==> config.mk <==
export PLATFORM = sky130hd
export DESIGN_NAME = rta_cell
export DESIGN_NICKNAME = d
export VERILOG_FILES = /design/src/rtl/rta_pkg.sv /design/src/rtl/rta_cell.sv
export SDC_FILE = /design/constraint.sdc
export NUM_CORES = 1
export LEC_CHECK = 0
export BUFFER_PORTS_ARGS = -buffer_cell sky130_fd_sc_hd__buf_2
export CORE_AREA = 2 2 109 58
export DETAILED_ROUTE_END_ITERATION = 10
export DIE_AREA = 0 0 111 60
export PLACE_DENSITY = 0.83
export SYNTH_ARGS = -nofsm -noshare
export SYNTH_HDL_FRONTEND = slang
export SYNTH_SLANG_ARGS = --single-unit
==> constraint.sdc <==
create_clock -name clk_i -period 3.5 [get_ports clk_i]
set_input_delay 0.525 -clock clk_i [delete_from_list [all_inputs] [get_ports clk_i]]
set_output_delay 0.525 -clock clk_i [all_outputs]
set_load 0.01 [all_outputs]
==> src/rtl/rta_pkg.sv <==
`timescale 1ns / 1ps
// ----------------------------------------------------------------------------
// Region table allocator package
// Shared widths, codes, table entry type and cell control bundle.
// ----------------------------------------------------------------------------
package rta_pkg;

  localparam int unsigned ADDR_W = 32;
  localparam int unsigned PAGE_W = 21;
  localparam int unsigned SIZE_W = 32;

  localparam int unsigned MAX_REGIONS_DEF = 512;
  localparam int unsigned PAGE_BYTES_DEF  = 4096;

  localparam logic [PAGE_W-1:0] PAGES_MAX = '1;

  typedef enum logic [1:0] {
    OP_ALLOC   = 2'd0,
    OP_RELEASE = 2'd1,
    OP_CHECK   = 2'd2
  } op_e;

  typedef enum logic [1:0] {
    STATUS_OK        = 2'd0,
    STATUS_FULL      = 2'd1,
    STATUS_NOT_FOUND = 2'd2
  } status_e;

  typedef struct packed {
    logic [ADDR_W-1:0] start;
    logic [PAGE_W-1:0] pages;
  } entry_t;

  typedef struct packed {
    logic load;
    logic shift;
  } cell_ctrl_t;

endpackage

==> src/rtl/rta_cell.sv <==
`timescale 1ns / 1ps
// ----------------------------------------------------------------------------
// Region table cell
// Holds one table entry; loads the table image or takes its neighbour's entry.
// ----------------------------------------------------------------------------
module rta_cell (
  input  logic               clk_i,
  input  rta_pkg::cell_ctrl_t ctrl_i,
  input  rta_pkg::entry_t    load_i,
  input  rta_pkg::entry_t    nb_i,
  output rta_pkg::entry_t    q_o
);

  rta_pkg::entry_t entry_q;

  always_ff @(posedge clk_i) begin
    if (ctrl_i.load) begin
      entry_q <= load_i;
    end else if (ctrl_i.shift) begin
      entry_q <= nb_i;
    end
  end

  assign q_o = entry_q;

endmodule

-- Word level (Yosys, flattened, before mapping)
Index checks and enable logic that the tools add are counted.
- mux-type cells: 2
- reductions and logical operators: 1
- operators by type and width (cell ; number):
    53-bit two-way mux ; 2
    2-bit nonzero test ; 1
- flip-flop bits (word level): 53
- output and inout port bits: 53
- word-level logic and storage cells: 5

-- Logic depth before layout (Yosys ltp)
- depth in word-level cells: 2
- mapped depth: 3
- mapped depth without buffers: 1

-- Least setup slack after synthesis
Ideal clock, no wire load.
- path type: input port to flip-flop
- start: input port ctrl_i[1] in the netlist's numbering
- end: register entry_q, in the netlist q_o[0], enable pin
- arrival time: 2.039 ns
- required time: 3.086 ns
- path slack: 1.048 ns
- cell stages on the path: 3
- buffers on the path: 2
- path through: buf_6 -> buf_12 -> or2_1
- word-level cells in the longest chain between the ends: 1
- ends and longest elaborated chain (what ; line ; source):
    from (decl) ; rta_cell.sv:8 ; input rta_pkg::cell_ctrl_t ctrl_i,
    2-bit nonzero test (no line) ; - ;
    to (signal assigned) ; rta_cell.sv:18 ; entry_q <= load_i;
    to (signal assigned) ; rta_cell.sv:20 ; entry_q <= nb_i;
    to (decl) ; rta_cell.sv:14 ; rta_pkg::entry_t entry_q;
No other way between the ends.
A chain may end at the register's enable or synchronous reset.

-- Worst setup path after layout
- start: input port ctrl_i[1] in the netlist's numbering
- end: register entry_q, in the netlist q_o[31], enable pin
Same word-level chain as after synthesis.

==> impl_metrics.tcl <==
set metrics [dict create \
    status "finished clean" \
    die_w_um 111 \
    cp.arrival_ns 1.83 \
    layout-drive-gt1-share_pct 80.1 \
    postCtsSetupRepairBufs 0 \
    synth_area_mm2 0.00249 \
    clock_sinks 53 \
    p_leak_nw 1.67 \
    syn2layout_area_growth_pct 37.8 \
    core_mm2 0.00578 \
    die-height_um 60 \
    numCtsBuffers 5 \
    setup_viol 0 \
    finalCriticalPeriod_ns 1.90 \
    swShare_pct 21.1 \
    worstSetupStartpoint "ctrl_i[1]" \
    layout_common_cells "buf_2 (160), edfxtp_1 (53), mux2_4 (49)" \
    cts-resized-gates 0 \
    ant_nets 0 \
    critPathKind "input pin to flip-flop" \
    io_buffers 161 \
    hold_class "input pin to flip-flop" \
    crit_fanout 31 \
    clock_path_buffers 2 \
    nNetsFinal 386 \
    power_density_mw_per_mm2 442 \
    fin_crit_sh_pct 54.2 \
    p_comb_share_pct 18.2 \
    largest_register_ffs 53 \
    worstPathRequired_ns 3.43 \
    grt_antenna_before_repair 0 \
    vias_per_cell 4.47 \
    cts-hold-fix-buffers 0 \
    clkPwrFrac_pct 29.3 \
    vdd_ir_drop_max_mv 0.188 \
    syn_nets 222 \
    max_freq_mhz 527 \
    preCtsSetupSlack_ns 1.29 \
    crit_path_start_kind "input pin" \
    drc 0 \
    synth.avg_cell_area_um2 22.0 \
    clkTransAtPathRegs_ns 0.06 \
    gr-total-overflow 0 \
    rows 20 \
    wl_per_cell_um 13.5 \
    slew_headroom_pct 60.4 \
    cts_tree "yes" \
    yosys.area.top_type "edfxtp_1" \
    finalInstanceArea_mm2 0.00343 \
    syn_inst 113 \
    final_common_cell "buf_2" \
    tns_ns 0 \
    io_pins 162 \
    p_switching_w 0.000320 \
    setup_ws_ns 1.60 \
    diodes 0 \
    slew_viol_final 0 \
    netlist_top_cells_area "edfxtp_1 (64%), mux2_4 (30%), buf_12 (4.0%), mux2_2 (1.8%), buf_6 (0.45%)" \
    internal_power_w 0.00120 \
    rsz0062_at_grt "false" \
    grt_pass1_wl_um 7030 \
    gr-usage-all-layers_pct 14.1 \
    p_seq_share_pct 52.4 \
    ys_ff_latch 53 \
    drv_cap 0 \
    drt-total-wl_um 4770 \
    clockRootBuffer "clkbuf_16" \
    hold_slack_ns 0.543 \
    drt_pass1_iterations 4 \
    first_iter_violations 26 \
    finalHoldViolations 0 \
    die-area_mm2 0.00666 \
    initial_core_util_pct 43.1 \
    ys_types 6 \
    placed_area_mm2 0.00330 \
    vias 1584 \
    grt_pass1_vias 1484 \
    hp-start "load_i[2]" \
    cts_max_level 2 \
    grt_max_degree 36 \
    gp_congestion 0.754 \
    synth_top_area_share_pct 63.9 \
    tightest_slew_ns 0.594 \
    yosysWarnings 0 \
    ys_seq_area_share_pct 63.9 \
    cp-end-kind "flip-flop" \
]
==> per-stage QoR <==
step | instances | power, W | utilization (%)
final | 354 | 0.00152 | 59.4
after detailed placement | 347 | 0.00109 | 57.1
after floorplan | 113 | 0.000963 | -
after CTS | 354 | 0.00154 | 59.4
after global routing | 354 | 0.00159 | 59.4
after global placement | 347 | 0.00108 | 57.1
==> cell type report <==
class | instances | area (um2)
flip-flops and latches | 53 | 1590
well taps | 77 | 96.3
fillers | 449 | 2350
clock buffers | 6 | 129
repair buffers | 163 | 823
clock inverters | 1 | 3.75
multi-input cells | 54 | 787
==> cell usage after synthesis <==
master    instances
buf_12            5
buf_6             1
edfxtp_1         53
mux2_2            4
mux2_4           49
or2_1             1
==> worst max-delay path, cell delays in order <==
cell	delay, ns
buf_4	0.30
or2_2	0.51
buf_4	0.46
==> path summary, 6_finish.rpt <==
path,to,slack [ns],cells past startpoint
setup / recovery,q_o[31],1.60,3
hold / removal,q_o[2],0.54,2
==> kinds of logic after synthesis <==
family	count (synthesis)	share of synthesized area, %
multiplexers	53	31.4
flip-flops	53	63.9
buffers and inverters	6	4.47
AND/OR/NAND/NOR	1	0.251
==> routing by layer <==
metal | part of all wire, % | routed length [um] | global-route usage [%] | up-vias
met3 | 8.9 | 424 | 5.38 | 2
met2 | 47 | 2250 | 22.7 | 88
met1 | 44 | 2080 | 18.5 | 726
met5 | 0 | 0 | 0 | -
met4 | 0.50 | 24 | 3.21 | 0
li1 | - | - | - | 768
==> power groups by stage <==
stage	registers [W]	logic [W]	clock network, W
floorplan	0.000851	0.000112	0
global route	0.000800	0.000299	0.000492
global placement	0.000808	0.000274	0
CTS	0.000796	0.000282	0.000464
detailed placement	0.000810	0.000280	0
finish	0.000795	0.000276	0.000445
No activity file was read; power rests on OpenSTA's default activity.
