File: src/rtl/rta_pkg.sv
`timescale 1ns / 1ps
// ----------------------------------------------------------------------------
// Region table allocator package
// Shared widths, codes, table entry type and cell control bundle.
// ----------------------------------------------------------------------------
package rta_pkg;

  localparam int unsigned ADDR_W = 32;
  localparam int unsigned PAGE_W = 21;
  localparam int unsigned SIZE_W = 32;

  localparam int unsigned MAX_REGIONS_DEF = 512;
  localparam int unsigned PAGE_BYTES_DEF  = 4096;

  localparam logic [PAGE_W-1:0] PAGES_MAX = '1;

  typedef enum logic [1:0] {
    OP_ALLOC   = 2'd0,
    OP_RELEASE = 2'd1,
    OP_CHECK   = 2'd2
  } op_e;

  typedef enum logic [1:0] {
    STATUS_OK        = 2'd0,
    STATUS_FULL      = 2'd1,
    STATUS_NOT_FOUND = 2'd2
  } status_e;

  typedef struct packed {
    logic [ADDR_W-1:0] start;
    logic [PAGE_W-1:0] pages;
  } entry_t;

  typedef struct packed {
    logic load;
    logic shift;
  } cell_ctrl_t;

endpackage

File: src/rtl/rta_ctrl.sv
`timescale 1ns / 1ps
// ----------------------------------------------------------------------------
// Region table sequencer
// Rotates the cell ring once per scanned item; works on the entry at its head.
// ----------------------------------------------------------------------------
module rta_ctrl #(
  parameter int unsigned MAX_REGIONS = rta_pkg::MAX_REGIONS_DEF,
  parameter int unsigned PAGE_BYTES  = rta_pkg::PAGE_BYTES_DEF,
  localparam int unsigned CW = $clog2(MAX_REGIONS + 1)
) (
  input  logic                        clk_i,
  input  logic                        rst_ni,
  input  logic                        cfg_we_i,
  input  logic [rta_pkg::ADDR_W-1:0]  cfg_wdata_i,
  input  logic                        in_valid_i,
  output logic                        in_stall_o,
  input  logic [1:0]                  opcode_i,
  input  logic [rta_pkg::SIZE_W-1:0]  size_bytes_i,
  input  logic [rta_pkg::ADDR_W-1:0]  address_i,
  output logic                        out_valid_o,
  input  logic                        out_stall_i,
  output logic [1:0]                  status_o,
  output logic [rta_pkg::ADDR_W-1:0]  region_start_o,
  output logic [rta_pkg::PAGE_W-1:0]  page_count_o,
  output logic                        legitimate_o,
  input  rta_pkg::entry_t             head_i,
  input  rta_pkg::entry_t             nxt_i,
  output rta_pkg::entry_t             tail_o,
  output rta_pkg::entry_t             load_o,
  output rta_pkg::cell_ctrl_t         cell_ctrl_o,
  output logic [CW-1:0]               count_o
);

  localparam int unsigned LW = $clog2(MAX_REGIONS);
  localparam int unsigned S  = $clog2(PAGE_BYTES);
  localparam int unsigned EW = rta_pkg::ADDR_W + 1 + S;
  localparam logic [LW-1:0] LAST_STEP = LW'(MAX_REGIONS - 1);
  localparam int unsigned SIZE_W_P1 = rta_pkg::SIZE_W + 1;

  typedef enum logic [2:0] {
    ST_IDLE = 3'b001,
    ST_SCAN = 3'b010,
    ST_DONE = 3'b100
  } state_e;

  state_e                      state_q, state_d;
  logic [LW-1:0]               t_q;
  logic [CW-1:0]               count_q;
  logic                        found_q;
  logic                        init_q;
  logic                        out_valid_q;
  logic [rta_pkg::ADDR_W-1:0]  base_q;

  logic [1:0]                  op_q;
  logic [rta_pkg::ADDR_W-1:0]  addr_q;
  logic [rta_pkg::PAGE_W-1:0]  preq_q;
  logic [rta_pkg::ADDR_W-1:0]  cap_end_q;

  logic [1:0]                  res_status_q;
  logic [rta_pkg::ADDR_W-1:0]  res_start_q;
  logic [rta_pkg::PAGE_W-1:0]  res_pages_q;
  logic                        res_legit_q;

  logic [1:0]                  out_status_q;
  logic [rta_pkg::ADDR_W-1:0]  out_start_q;
  logic [rta_pkg::PAGE_W-1:0]  out_pages_q;
  logic                        out_legit_q;

  logic                        accept;
  logic                        full;
  logic [SIZE_W_P1-1:0]        sz_round;
  logic [SIZE_W_P1-1:0]        pg_raw;
  logic [rta_pkg::PAGE_W-1:0]  preq;
  logic                        live;
  logic                        at_count;
  logic                        at_last_live;
  logic                        last_step;
  logic                        is_alloc, is_release, is_check;
  logic                        match;
  logic [EW-1:0]               span;
  logic [EW-1:0]               lo, hi, addr_x;
  logic                        hit;
  logic [rta_pkg::ADDR_W-1:0]  end32;
  logic [rta_pkg::ADDR_W-1:0]  new_start;
  logic                        out_free;

  assign accept     = in_valid_i && !in_stall_o;
  assign in_stall_o = init_q || (state_q != ST_IDLE);
  assign full       = count_q >= CW'(MAX_REGIONS);

  assign sz_round = {1'b0, size_bytes_i} + SIZE_W_P1'(PAGE_BYTES - 1);
  assign pg_raw   = sz_round >> S;
  assign preq     = (pg_raw > SIZE_W_P1'(rta_pkg::PAGES_MAX)) ? rta_pkg::PAGES_MAX
                                                              : pg_raw[rta_pkg::PAGE_W-1:0];

  assign is_alloc   = (op_q == rta_pkg::OP_ALLOC);
  assign is_release = (op_q == rta_pkg::OP_RELEASE);
  assign is_check   = (op_q == rta_pkg::OP_CHECK);

  assign live         = CW'(t_q) < count_q;
  assign at_count     = CW'(t_q) == count_q;
  assign at_last_live = (count_q != '0) && (CW'(t_q) == (count_q - CW'(1)));
  assign last_step    = (t_q == LAST_STEP);

  assign match = is_release && live && !found_q && (head_i.start == addr_q);

  assign span   = EW'(head_i.pages) << S;
  assign lo     = EW'(head_i.start);
  assign hi     = lo + span;
  assign addr_x = EW'(addr_q);
  assign hit    = is_check && live && (addr_x >= lo) && (addr_x < hi);

  assign end32     = head_i.start + span[rta_pkg::ADDR_W-1:0];
  assign new_start = (count_q == '0) ? base_q : cap_end_q;

  always_comb begin
    tail_o = head_i;
    if (is_release && (found_q || match)) begin
      tail_o = last_step ? '0 : nxt_i;
    end else if (is_alloc && at_count) begin
      tail_o.start = new_start;
      tail_o.pages = preq_q;
    end
  end

  assign load_o.start      = base_q;
  assign load_o.pages      = rta_pkg::PAGE_W'(1);
  assign cell_ctrl_o.load  = init_q;
  assign cell_ctrl_o.shift = (state_q == ST_SCAN);

  assign out_free = !out_valid_q || !out_stall_i;

  always_comb begin
    state_d = state_q;
    case (state_q)
      ST_IDLE: begin
        if (accept) begin
          if ((opcode_i == rta_pkg::OP_ALLOC && full) ||
              !(opcode_i inside {rta_pkg::OP_ALLOC, rta_pkg::OP_RELEASE,
                                 rta_pkg::OP_CHECK})) begin
            state_d = ST_DONE;
          end else begin
            state_d = ST_SCAN;
          end
        end
      end
      ST_SCAN: begin
        if (last_step) state_d = ST_DONE;
      end
      ST_DONE: begin
        if (out_free) state_d = ST_IDLE;
      end
      default: state_d = ST_IDLE;
    endcase
  end

  always_ff @(posedge clk_i or negedge rst_ni) begin
    if (!rst_ni) begin
      state_q     <= ST_IDLE;
      t_q         <= '0;
      count_q     <= CW'(1);
      found_q     <= 1'b0;
      init_q      <= 1'b1;
      out_valid_q <= 1'b0;
      base_q      <= '0;
    end else begin
      state_q <= state_d;
      if (cfg_we_i) begin
        base_q <= cfg_wdata_i;
        init_q <= 1'b1;
      end else if (init_q) begin
        init_q  <= 1'b0;
        count_q <= CW'(1);
      end
      if (accept) begin
        t_q     <= '0;
        found_q <= 1'b0;
      end
      if (state_q == ST_SCAN) begin
        t_q <= t_q + LW'(1);
        if (match) found_q <= 1'b1;
        if (last_step) begin
          if (is_alloc) begin
            count_q <= count_q + CW'(1);
          end else if (is_release && (found_q || match)) begin
            count_q <= count_q - CW'(1);
          end
        end
      end
      if (state_q == ST_DONE && out_free) begin
        out_valid_q <= 1'b1;
      end else if (out_valid_q && !out_stall_i) begin
        out_valid_q <= 1'b0;
      end
    end
  end

  always_ff @(posedge clk_i) begin
    if (accept) begin
      op_q   <= opcode_i;
      addr_q <= address_i;
      preq_q <= preq;
      case (opcode_i)
        rta_pkg::OP_ALLOC: begin
          res_status_q <= full ? rta_pkg::STATUS_FULL : rta_pkg::STATUS_OK;
          res_start_q  <= '0;
          res_pages_q  <= '0;
          res_legit_q  <= 1'b0;
        end
        rta_pkg::OP_RELEASE: begin
          res_status_q <= rta_pkg::STATUS_NOT_FOUND;
          res_start_q  <= address_i;
          res_pages_q  <= '0;
          res_legit_q  <= 1'b0;
        end
        rta_pkg::OP_CHECK: begin
          res_status_q <= rta_pkg::STATUS_OK;
          res_start_q  <= '0;
          res_pages_q  <= '0;
          res_legit_q  <= (address_i == base_q);
        end
        default: begin
          res_status_q <= rta_pkg::STATUS_OK;
          res_start_q  <= '0;
          res_pages_q  <= '0;
          res_legit_q  <= 1'b0;
        end
      endcase
    end
    if (state_q == ST_SCAN) begin
      if (is_alloc && at_last_live) cap_end_q <= end32;
      if (is_alloc && at_count) begin
        res_start_q <= new_start;
        res_pages_q <= preq_q;
      end
      if (match) begin
        res_status_q <= rta_pkg::STATUS_OK;
        res_start_q  <= head_i.start;
        res_pages_q  <= head_i.pages;
      end
      if (hit) res_legit_q <= 1'b1;
    end
    if (state_q == ST_DONE && out_free) begin
      out_status_q <= res_status_q;
      out_start_q  <= res_start_q;
      out_pages_q  <= res_pages_q;
      out_legit_q  <= res_legit_q;
    end
  end

  assign out_valid_o    = out_valid_q;
  assign status_o       = out_status_q;
  assign region_start_o = out_start_q;
  assign page_count_o   = out_pages_q;
  assign legitimate_o   = out_legit_q;
  assign count_o        = count_q;

endmodule

File: config.mk
export PLATFORM = sky130hd
export DESIGN_NAME = rta_ctrl
export DESIGN_NICKNAME = d
export VERILOG_FILES = /design/src/rtl/rta_pkg.sv /design/src/rtl/rta_ctrl.sv
export SDC_FILE = /design/constraint.sdc
export NUM_CORES = 1
export LEC_CHECK = 0
export ABC_AREA = 1
export CAP_MARGIN = 20
export CORE_AREA = 8 8 183 185
export DETAILED_ROUTE_END_ITERATION = 10
export DIE_AREA = 0 0 191 193
export DONT_BUFFER_PORTS = 1
export PLACE_DENSITY = 0.68
export SYNTH_ARGS = -nofsm -noshare
export SYNTH_HDL_FRONTEND = slang
export SYNTH_SLANG_ARGS = --single-unit
File: constraint.sdc
create_clock -name clk_i -period 10.18 [get_ports clk_i]
set_input_delay 0.509 -clock clk_i [delete_from_list [all_inputs] [get_ports clk_i]]
set_output_delay 0.509 -clock clk_i [all_outputs]
set_load 0.01 [all_outputs]
=== After elaboration in Yosys (flattened, before gate mapping) ===
Index checks and enable logic that the tools add are counted.

* Latch bits: 0
* Memories: 0
* Memory bits (writable): 0
* Logic and storage cells: 119
* Input port bits: 209
* Bits in read-only memories: 0
* Flip-flop bits (word level): 256
* Output and inout bits: 176

* Shifts and indexed selects: 0
* Multipliers: 0
* Muxes and demuxes: 41
* Reductions and logical operators: 32
* Eq/ne operators: 16
* Bitwise logic cells: 0
* Divide/modulo/power cells: 0
* $add $sub $neg: 6
* Magnitude comparators: 5

{| class="wikitable"
|+ Operator list
! operator !! number
|-
| two-way mux 32 bit || 6
|-
| two-way mux 53 bit || 3
|-
| two-way mux 21 bit || 4
|-
| == test 32 bit || 2
|-
| two-way mux 10 bit || 6
|-
| adder 32 x 33 -> 34 bit || 1
|-
| less-than comparator 32 x 34 -> 1 bit || 1
|-
| adder 32 x 12 -> 33 bit, second input constant || 1
|-
| adder 32 bit || 1
|-
| greater-or-equal comparator 32 bit || 1
|-
| greater-than comparator 21 bit, second input constant || 1
|-
| == test 9 x 10 -> 1 bit || 2
|-
| two-way mux 9 bit || 2
|-
| logical AND 1 bit || 14
|-
| two-way mux 3 bit || 4
|-
| two-way mux 1 bit || 11
|-
| adder 10 x 1 -> 10 bit, second input constant || 1
|-
| greater-or-equal comparator 10 bit, second input constant || 1
|-
| zero test 10 bit || 1
|-
| less-than comparator 9 x 10 -> 1 bit || 1
|-
| nonzero test 10 bit || 1
|-
| subtractor 10 x 1 -> 10 bit, second input constant || 1
|-
| adder 9 x 1 -> 9 bit, second input constant || 1
|-
| == test 9 bit, second input constant || 1
|-
| 18 further kinds || 32
|}

=== Logic depth before layout (Yosys ltp) ===
Gate-level depths: netlist (run 1).

* Depth in word-level cells: 10
* Depth in mapped cells: 23
* Mapped depth without buffers: 23

=== Least setup slack after synthesis (run 1) ===
Ideal clock, no wire load.

* Path kind: register to register
* Start point: register count_q[0] (netlist: count_o[0])
* End point: register cap_end_q[0] (netlist name), enable pin
* Setup slack: 5.970 ns
* Stages on the path, launching flop included: 12
* Arrival: 3.749 ns
* Clock period less this slack: 4.210 ns
* Required time: 9.719 ns
* Path buffers: 0
* Library setup time: 0.461 ns
* Cells stage by stage: dfstp_2 > inv_1 > ha_1 > nand2_1 > nor2_2 > inv_2 > nor2_4 > xor2_1 > nand2_1 > nand3_1 > o21bai_1 > nor3_1

* Longest elaborated chain between the ends: 5
* Elaborated cells between the ends (all ways): 6
* Classes of those cells: 1 x add/sub; 1 x eq/ne; 4 x reduce/logical

{| class="wikitable"
|+ Ends and longest elaborated chain
! element !! RTL line !! text
|-
| start, declared || rta_ctrl.sv:48 || <nowiki>logic [CW-1:0] count_q;</nowiki>
|-
| start signal, assigned || rta_ctrl.sv:184 || <nowiki>count_q <= count_q + CW'(1);</nowiki>
|-
| start signal, assigned || rta_ctrl.sv:186 || <nowiki>count_q <= count_q - CW'(1);</nowiki>
|-
| subtractor 10 x 1 -> 10 bit || rta_ctrl.sv:102 || <nowiki>assign at_last_live = (count_q != '0) && (CW'(t_q) == (count_q - CW'(1)));</nowiki>
|-
| == test 9 x 10 -> 1 bit || rta_ctrl.sv:102 ||
|-
| logical AND 1 bit (*) || rta_ctrl.sv:102 ||
|-
| logical AND 1 bit (*) || rta_ctrl.sv:231 || <nowiki>if (is_alloc && at_last_live) cap_end_q <= end32;</nowiki>
|-
| AND reduction 2 bit (no source line) (*) || - ||
|-
| end signal, assigned || rta_ctrl.sv:231 ||
|-
| end, declared || rta_ctrl.sv:57 || <nowiki>logic [rta_pkg::ADDR_W-1:0] cap_end_q;</nowiki>
|}

Every way passes the cells marked *; elsewhere a longest branch is shown, timed or not.
A chain may end at the register's enable or synchronous reset.

==> flow_summary.ini, run 1 <==
[power_and_ir_drop]
combPwrFrac = 0.237
p_switching_mw = 1.05
pwr-share-seq = 0.439
peakVddDrop_uv = 160
clockPowerShare = 0.325
p_total_mw = 3.13
power_density_mw_per_mm2 = 184
internal-power_mw = 2.08
netSwitchingFraction = 0.336
p_leak_nw = 7.79

[detailed_routing]
viasPerCell = 5.70
vias = 13800
route.antenna.remaining_nets = 0
drt_iter0_markers = 1013
wl_per_cell_um = 21.1
wl_um = 51100
first_pass_iters = 9
drc = 0

[die]
ioPinCount = 385
fp-row-count = 65
core_mm2 = 0.0308
die_w_um = 191
die_y_um = 193
start_util = 0.520
dieArea_mm2 = 0.0369

[synth]
synth_cell_types = 55
yosys_warnings = 0
synth_seq_area_share = 0.427
synth_edf_count = 143
synth_seq_cells = 256
synthFlopType = edfxtp_1
postSynthCellCount = 2042
syn_avg_cell_area_um2 = 7.85
ys_async_sr_fraction = 0.223
syn_area_mm2 = 0.0160

[clock_tree]
cts_buffer_depth = 3
clkLatencyLatePin_ns = 0.58
cts_resized = 0
cts_buffers = 29
clkSlewWorstSetupHoldPaths_ns = 0.06
cts.sinks = 256
root_buffer = clkbuf_16
htreeDepth = 1
cts_tree = done
post_cts_buffers = 0

[hold_path]
hold_class = input port to flop

[run_status]
status = finished, final reports clean

[worst_setup_path]
cp.required_ns = 9.67
start_kind = flop
crit_type = flop to primary output
endpoint_kind = primary output
cp.arrival_ns = 3.80
crit_fanout = 116

[global_route]
grt_pass1_wl_um = 77500
grt.overflow.total = 0
antenna_found_initial = 1
grt_max_degree = 117
grt_pass1_vias = 13600
grt.total_usage = 0.269

[timing]
finalSetupViolCount = 0
whs_ns = 0.0254
tns_ns = 0
worstMarginPinSlew_ns = 1.12
slew_viol_final = 0
max_slew_margin = 0.251
worst_slack_ns = 5.87
finalCritPeriodShare = 0.423
period_needed_ns = 4.31
rsz0062_at_grt = false
hold_violations = 0
finClkSkew_ns = 0.0230
clock.fmax_ghz = 0.232

[layout]
nNetsFinal = 2290
drive_gt1_frac = 0.0426
antenna_cells = 0
design_area_mm2 = 0.0171
area_growth_pct = 6.45
nFillCells = 2874

[place]
port_buffers = 0
dp_hpwl_um = 37600
pre_cts_ws_ns = 6.53
detailed_place.area_mm2 = 0.0161
gp_congestion = 0.927

[run]
cap_viol_max_count = 0
-- timing repair --
item                                    4_1_cts  5_1_grt
endpoints found under the hold margin        58        0
endpoints found under the setup margin        0        0
hold buffers                                  3        0
-- power by group through the flow --
stage               clock, mW  sequential [mW]  combinational, mW
finish                   1.02             1.37              0.741
global route             1.07             1.39              0.848
CTS                      1.03             1.37              0.740
detailed placement          0             1.39              0.728
global placement            0             1.39              0.710
floorplan                   0             1.36              0.565
-- state kept, by name, indices dropped and copies added (netlist names), 10 cells and up --
| name | count |
|---|---|
| addr_q | 32 |
| base_q | 32 |
| cap_end_q | 32 |
| region_start_o | 32 |
| res_start_q | 32 |
| page_count_o | 21 |
| preq_q | 21 |
| res_pages_q | 21 |
| count_o | 10 |
-- cell families after synthesis --
logic type / Yosys count / synth area share
other: 2 / 0.000468
flip-flops: 256 / 0.427
AO/OA/AOI/OAI: 475 / 0.167
adder cells (fa/ha/maj): 86 / 0.0676
AND/OR/NAND/NOR: 756 / 0.197
buffers and inverters: 408 / 0.108
XOR/XNOR: 59 / 0.0322
-- per-stage QoR --
| step | std cells | utilization |
|---|---|---|
| floorplan | 2061 | - |
| global placement | 2363 | 0.523 |
| detailed placement | 2363 | 0.523 |
| CTS | 2420 | 0.554 |
| global route | 2420 | 0.554 |
| finish | 2420 | 0.554 |
-- cell type report --
type                    instances  area [um^2]  area share
clock inverters                10         90.1     0.00528
flip-flops and latches        256         6850       0.401
inverters                     297         1120      0.0654
clock buffers                  44          812      0.0476
multi-input cells            1397         7570       0.444
repair buffers                 14          130     0.00762
well taps                     402          503      0.0295
-- synthesized netlist by cell type (11+ instances only) --
cell type,count,area (um^2)
a21oi_1,61,305
a31oi_1,34,213
buf_2,20,100
buf_4,22,165
buf_6,13,146
clkbuf_1,53,199
dfrtp_1,54,1350
dfxtp_1,56,1120
edfxtp_1,143,4290
ha_1,85,1060
inv_1,293,1100
nand2_1,493,1850
nand3_1,92,460
nand4_1,12,75.1
nor2_1,103,387
nor3_1,27,135
o21ai_0,208,1040
o21ai_1,69,345
o22ai_1,11,68.8
o31ai_1,54,405
xnor2_1,16,140
xor2_1,43,377
-- routing by layer --
metal / wire (um) / GRT usage / vias to the layer above / part of all wire
met5: 13 / 0 / - / 0.00025
met4: 1500 / 0.0883 / 2 / 0.029
li1: - / - / 6668 / -
met3: 4410 / 0.0637 / 82 / 0.086
met1: 21300 / 0.342 / 6470 / 0.42
met2: 23900 / 0.447 / 567 / 0.47
-- critical path, cell delays in order (launching register included) --
cell      delay (ns)
dfrtp_1         0.47
clkinv_1        0.27
ha_1            0.40
nand2_4         0.10
nor2_2          0.05
o211ai_1        0.11
nand3_2         0.22
nor2_4          0.21
nand2_4         0.09
nand2_8         0.11
nand2_8         0.37
o31ai_1         0.71
-- final timing paths --
kind                                  from                 end  slack, ns  cells past startpoint
setup reg to reg                count_o[8]      res_pages_q[0]       6.63                     10
max in group asynchronous           rst_ni          state_q[0]       9.39                      2
hold / removal               address_i[15]          addr_q[15]       0.03                      0
hold reg to reg            res_start_q[21]  region_start_o[21]       0.43                      0
setup / recovery                count_o[8]          tail_o[49]       5.87                     11
min in group asynchronous           rst_ni          count_o[4]       0.48                      2
-- cells in the final DEF, fill, tap and decap left out, drive strengths merged, types with 10 or more instances in the layout --
cell type  count
inv          297
o31ai         54
a21oi         62
buf           12
nand4         12
nor3          27
a31oi         34
dfxtp         56
edfxtp       143
ha            85
clkbuf        44
xnor2         16
xor2          43
a21boi        10
o21ai        278
conb          21
dfrtp         54
nand3         96
nor2         109
nand2        497
o22ai         11
Note: power is estimated with default switching activity, not from simulation.
==> inputs of run 2 (changes only) <==
- ABC_AREA: 1 -> 0
- CORE_AREA: 8 8 183 185 -> 8 8 175 177
- DIE_AREA: 0 0 191 193 -> 0 0 183 185
- PLACE_DENSITY: 0.68 -> 0.67
- clock period: 10.18 -> 4.4 ns (I/O delays scaled with it)
==> run 2 against run 1 <==
  * Sequential share of layout area decreased by 0.36 points
  * Critical path type unchanged
  * First-iteration DRC count increased by 20%
  * Highest routed layer is now met4
  * Synthesized cell count shrank 30%
==> flow_summary.ini, run 2 <==
[run_status]
status = finished, final reports clean

[worst_setup_path]
r2r-start = count_o[0]
cp.required_ns = 4.18
crit_fanout = 67
r2r_end = cap_end_q[14]
cp.arrival_ns = 3.85
rrSetupSlack_ns = 0.92
crit_type = flop to primary output
rr_worst_depth = 9
start_kind = flop
endpoint_kind = primary output

[synth]
synth_cell_types = 76
synth_edf_count = 143
synthFlopType = edfxtp_1
ys_async_sr_fraction = 0.223
ys_top_cells_by_count = nand2_1 (151), edfxtp_1 (143), a21oi_1 (124)
synth.most_common_cell = nand2_1
synth_top_area_share = 0.297
synthTopCellsByArea = edfxtp_1 (30%), dfrtp_1 (9.4%), dfxtp_1 (7.8%), ha_1 (7.4%), a21oi_1 (4.3%)
yosysTopAreaCell = edfxtp_1
syn_area_mm2 = 0.0144
yosys_warnings = 0
postSynthCellCount = 1424
syn_avg_cell_area_um2 = 10.1
synth_seq_cells = 256
synth_seq_area_share = 0.474

[timing]
finalCritPeriodShare = 0.926
hold_violations = 0
worst_slack_ns = 0.327
finalSetupViolCount = 0
rsz0062_at_grt = false
worstMarginPinSlew_ns = 0.902
slew_viol_final = 0
finClkSkew_ns = 0.00921
clock.fmax_ghz = 0.246
max_slew_margin = 0.399
tns_ns = 0
period_needed_ns = 4.07

[layout]
drive_gt1_frac = 0.0777
nFillCells = 2341
layout_commonest_cell = nand2_1
nNetsFinal = 1844
mostFrequentLayoutCells = nand2_1 (151), dlygate4sd3_1 (149), edfxtp_1 (143), a21oi_1 (122), o21ai_0 (90)
area_growth_pct = 19.2

[die]
die_w_um = 183
fp-row-count = 62
dieArea_mm2 = 0.0339
start_util = 0.515
core_mm2 = 0.0281
die_y_um = 185
ioPinCount = 385

[clock_tree]
root_buffer = clkbuf_16
cts_buffer_depth = 3
clkLatencyLatePin_ns = 0.56
cts.sinks = 256
cts_buffers = 28
post_cts_buffers = 0
htreeDepth = 1
cts_tree = done
clkSlewWorstSetupHoldPaths_ns = 0.06

[run]
cap_viol_max_count = 0

[hold_path]
hold_class = input port to flop
whs_endpoint = preq_q[1]
whs_path_depth = 3
hold_path.startpoint = size_bytes_i[12]

[detailed_routing]
wl_um = 51200
route.antenna.remaining_nets = 0
highest_layer = met4
m1WireLength_um = 19700
routed-wl-met2_um = 24800
wl_per_cell_um = 26.2
drc = 0
dr_wl_met3_um = 4930
drt_iter0_markers = 1215
first_pass_iters = 5
viasPerCell = 6.24
vias = 12200

[place]
port_buffers = 0
pre_cts_ws_ns = 0.493
gp_congestion = 0.928
dp_hpwl_um = 35100

[global_route]
grt.total_usage = 0.292
grt_pass1_vias = 12400
grt.overflow.total = 0
antenna_found_initial = 0
grt_max_degree = 68
grt_pass1_wl_um = 76000

[power_and_ir_drop]
peakVddDrop_uv = 255
p_leak_nw = 6.81
power_density_mw_per_mm2 = 363
[run 2: logic make-up after synthesis]
family | after synthesis | synth area share
AO/OA/AOI/OAI | 398 | 0.174
AND/OR/NAND/NOR | 336 | 0.111
flip-flops | 256 | 0.474
other | 2 | 0.000520
multiplexers | 84 | 0.0610
buffers and inverters | 176 | 0.0525
XOR/XNOR | 86 | 0.0521
adder cells (fa/ha/maj) | 86 | 0.0750
[run 2: critical path, stage by stage, from the launching register on]
cell and delay [ns]:
dfrtp_1 0.49, inv_1 0.15, ha_1 0.32, nor2b_1 0.13, o21ai_0 0.08, a21oi_1 0.20, o21ai_2 0.12, a21oi_2 0.39
or2_4 0.72, buf_12 0.30, o211ai_1 0.16, o21ai_0 0.19
[run 2: how the worst max path moves through the flow]
stage	start	end	slack, ns	cells past startpoint
floorplan	state_q[1]	legitimate_o	0.60	3
global placement	head_i[7]	res_legit_q	0.46	15
detailed placement	head_i[7]	res_legit_q	0.49	15
CTS	count_o[1]	tail_o[23]	0.36	11
global route	count_o[1]	tail_o[23]	0.06	11
finish	count_o[1]	tail_o[41]	0.33	11
[run 2: power by group]
part	switching [mW]	leakage, nW	total (mW)	internal, mW
Combinational	0.618	3.90	1.11	0.487
Sequential	0.151	2.48	2.84	2.69
Clock	0.988	0.439	2.30	1.31
[run 2: final cells by class]
class / instances / area [um^2] / share of cell area
Inverter: 81 / 304 / 0.0176
Clock buffer: 45 / 846 / 0.0491
Timing Repair Buffer: 171 / 1710 / 0.0995
Antenna cell: 1 / 2.50 / 0.000145
Sequential cell: 256 / 6850 / 0.397
Clock inverter: 7 / 48.8 / 0.00283
Multi-Input combinational cell: 1011 / 6990 / 0.406
Tap cell: 384 / 480 / 0.0279
[run 2: stage by stage]
step	std cells	area, um^2	util	total power [mW]	hold slack, ns
finish	1956	17200	0.613	6.25	0.0203
global placement	1752	14800	0.526	3.80	-0.0733
floorplan	1443	14500	-	3.56	-0.0756
detailed placement	1752	14800	0.526	3.82	-0.0732
CTS	1955	17200	0.613	6.26	0.00139
global route	1955	17200	0.613	6.51	0.0235
[run 2: timing repair]
action                                  CTS  global route
endpoints found under the setup margin    0             1
hold buffers                            151             0
resized for setup                         0             3
hold endpoints to repair                217             0
[run 2: metal layers]
layer / GRT usage / vias to the layer above
met5: 0 / -
met4: 0.0963 / 0
li1: - / 5479
met2: 0.502 / 666
met1: 0.354 / 5947
met3: 0.0759 / 114
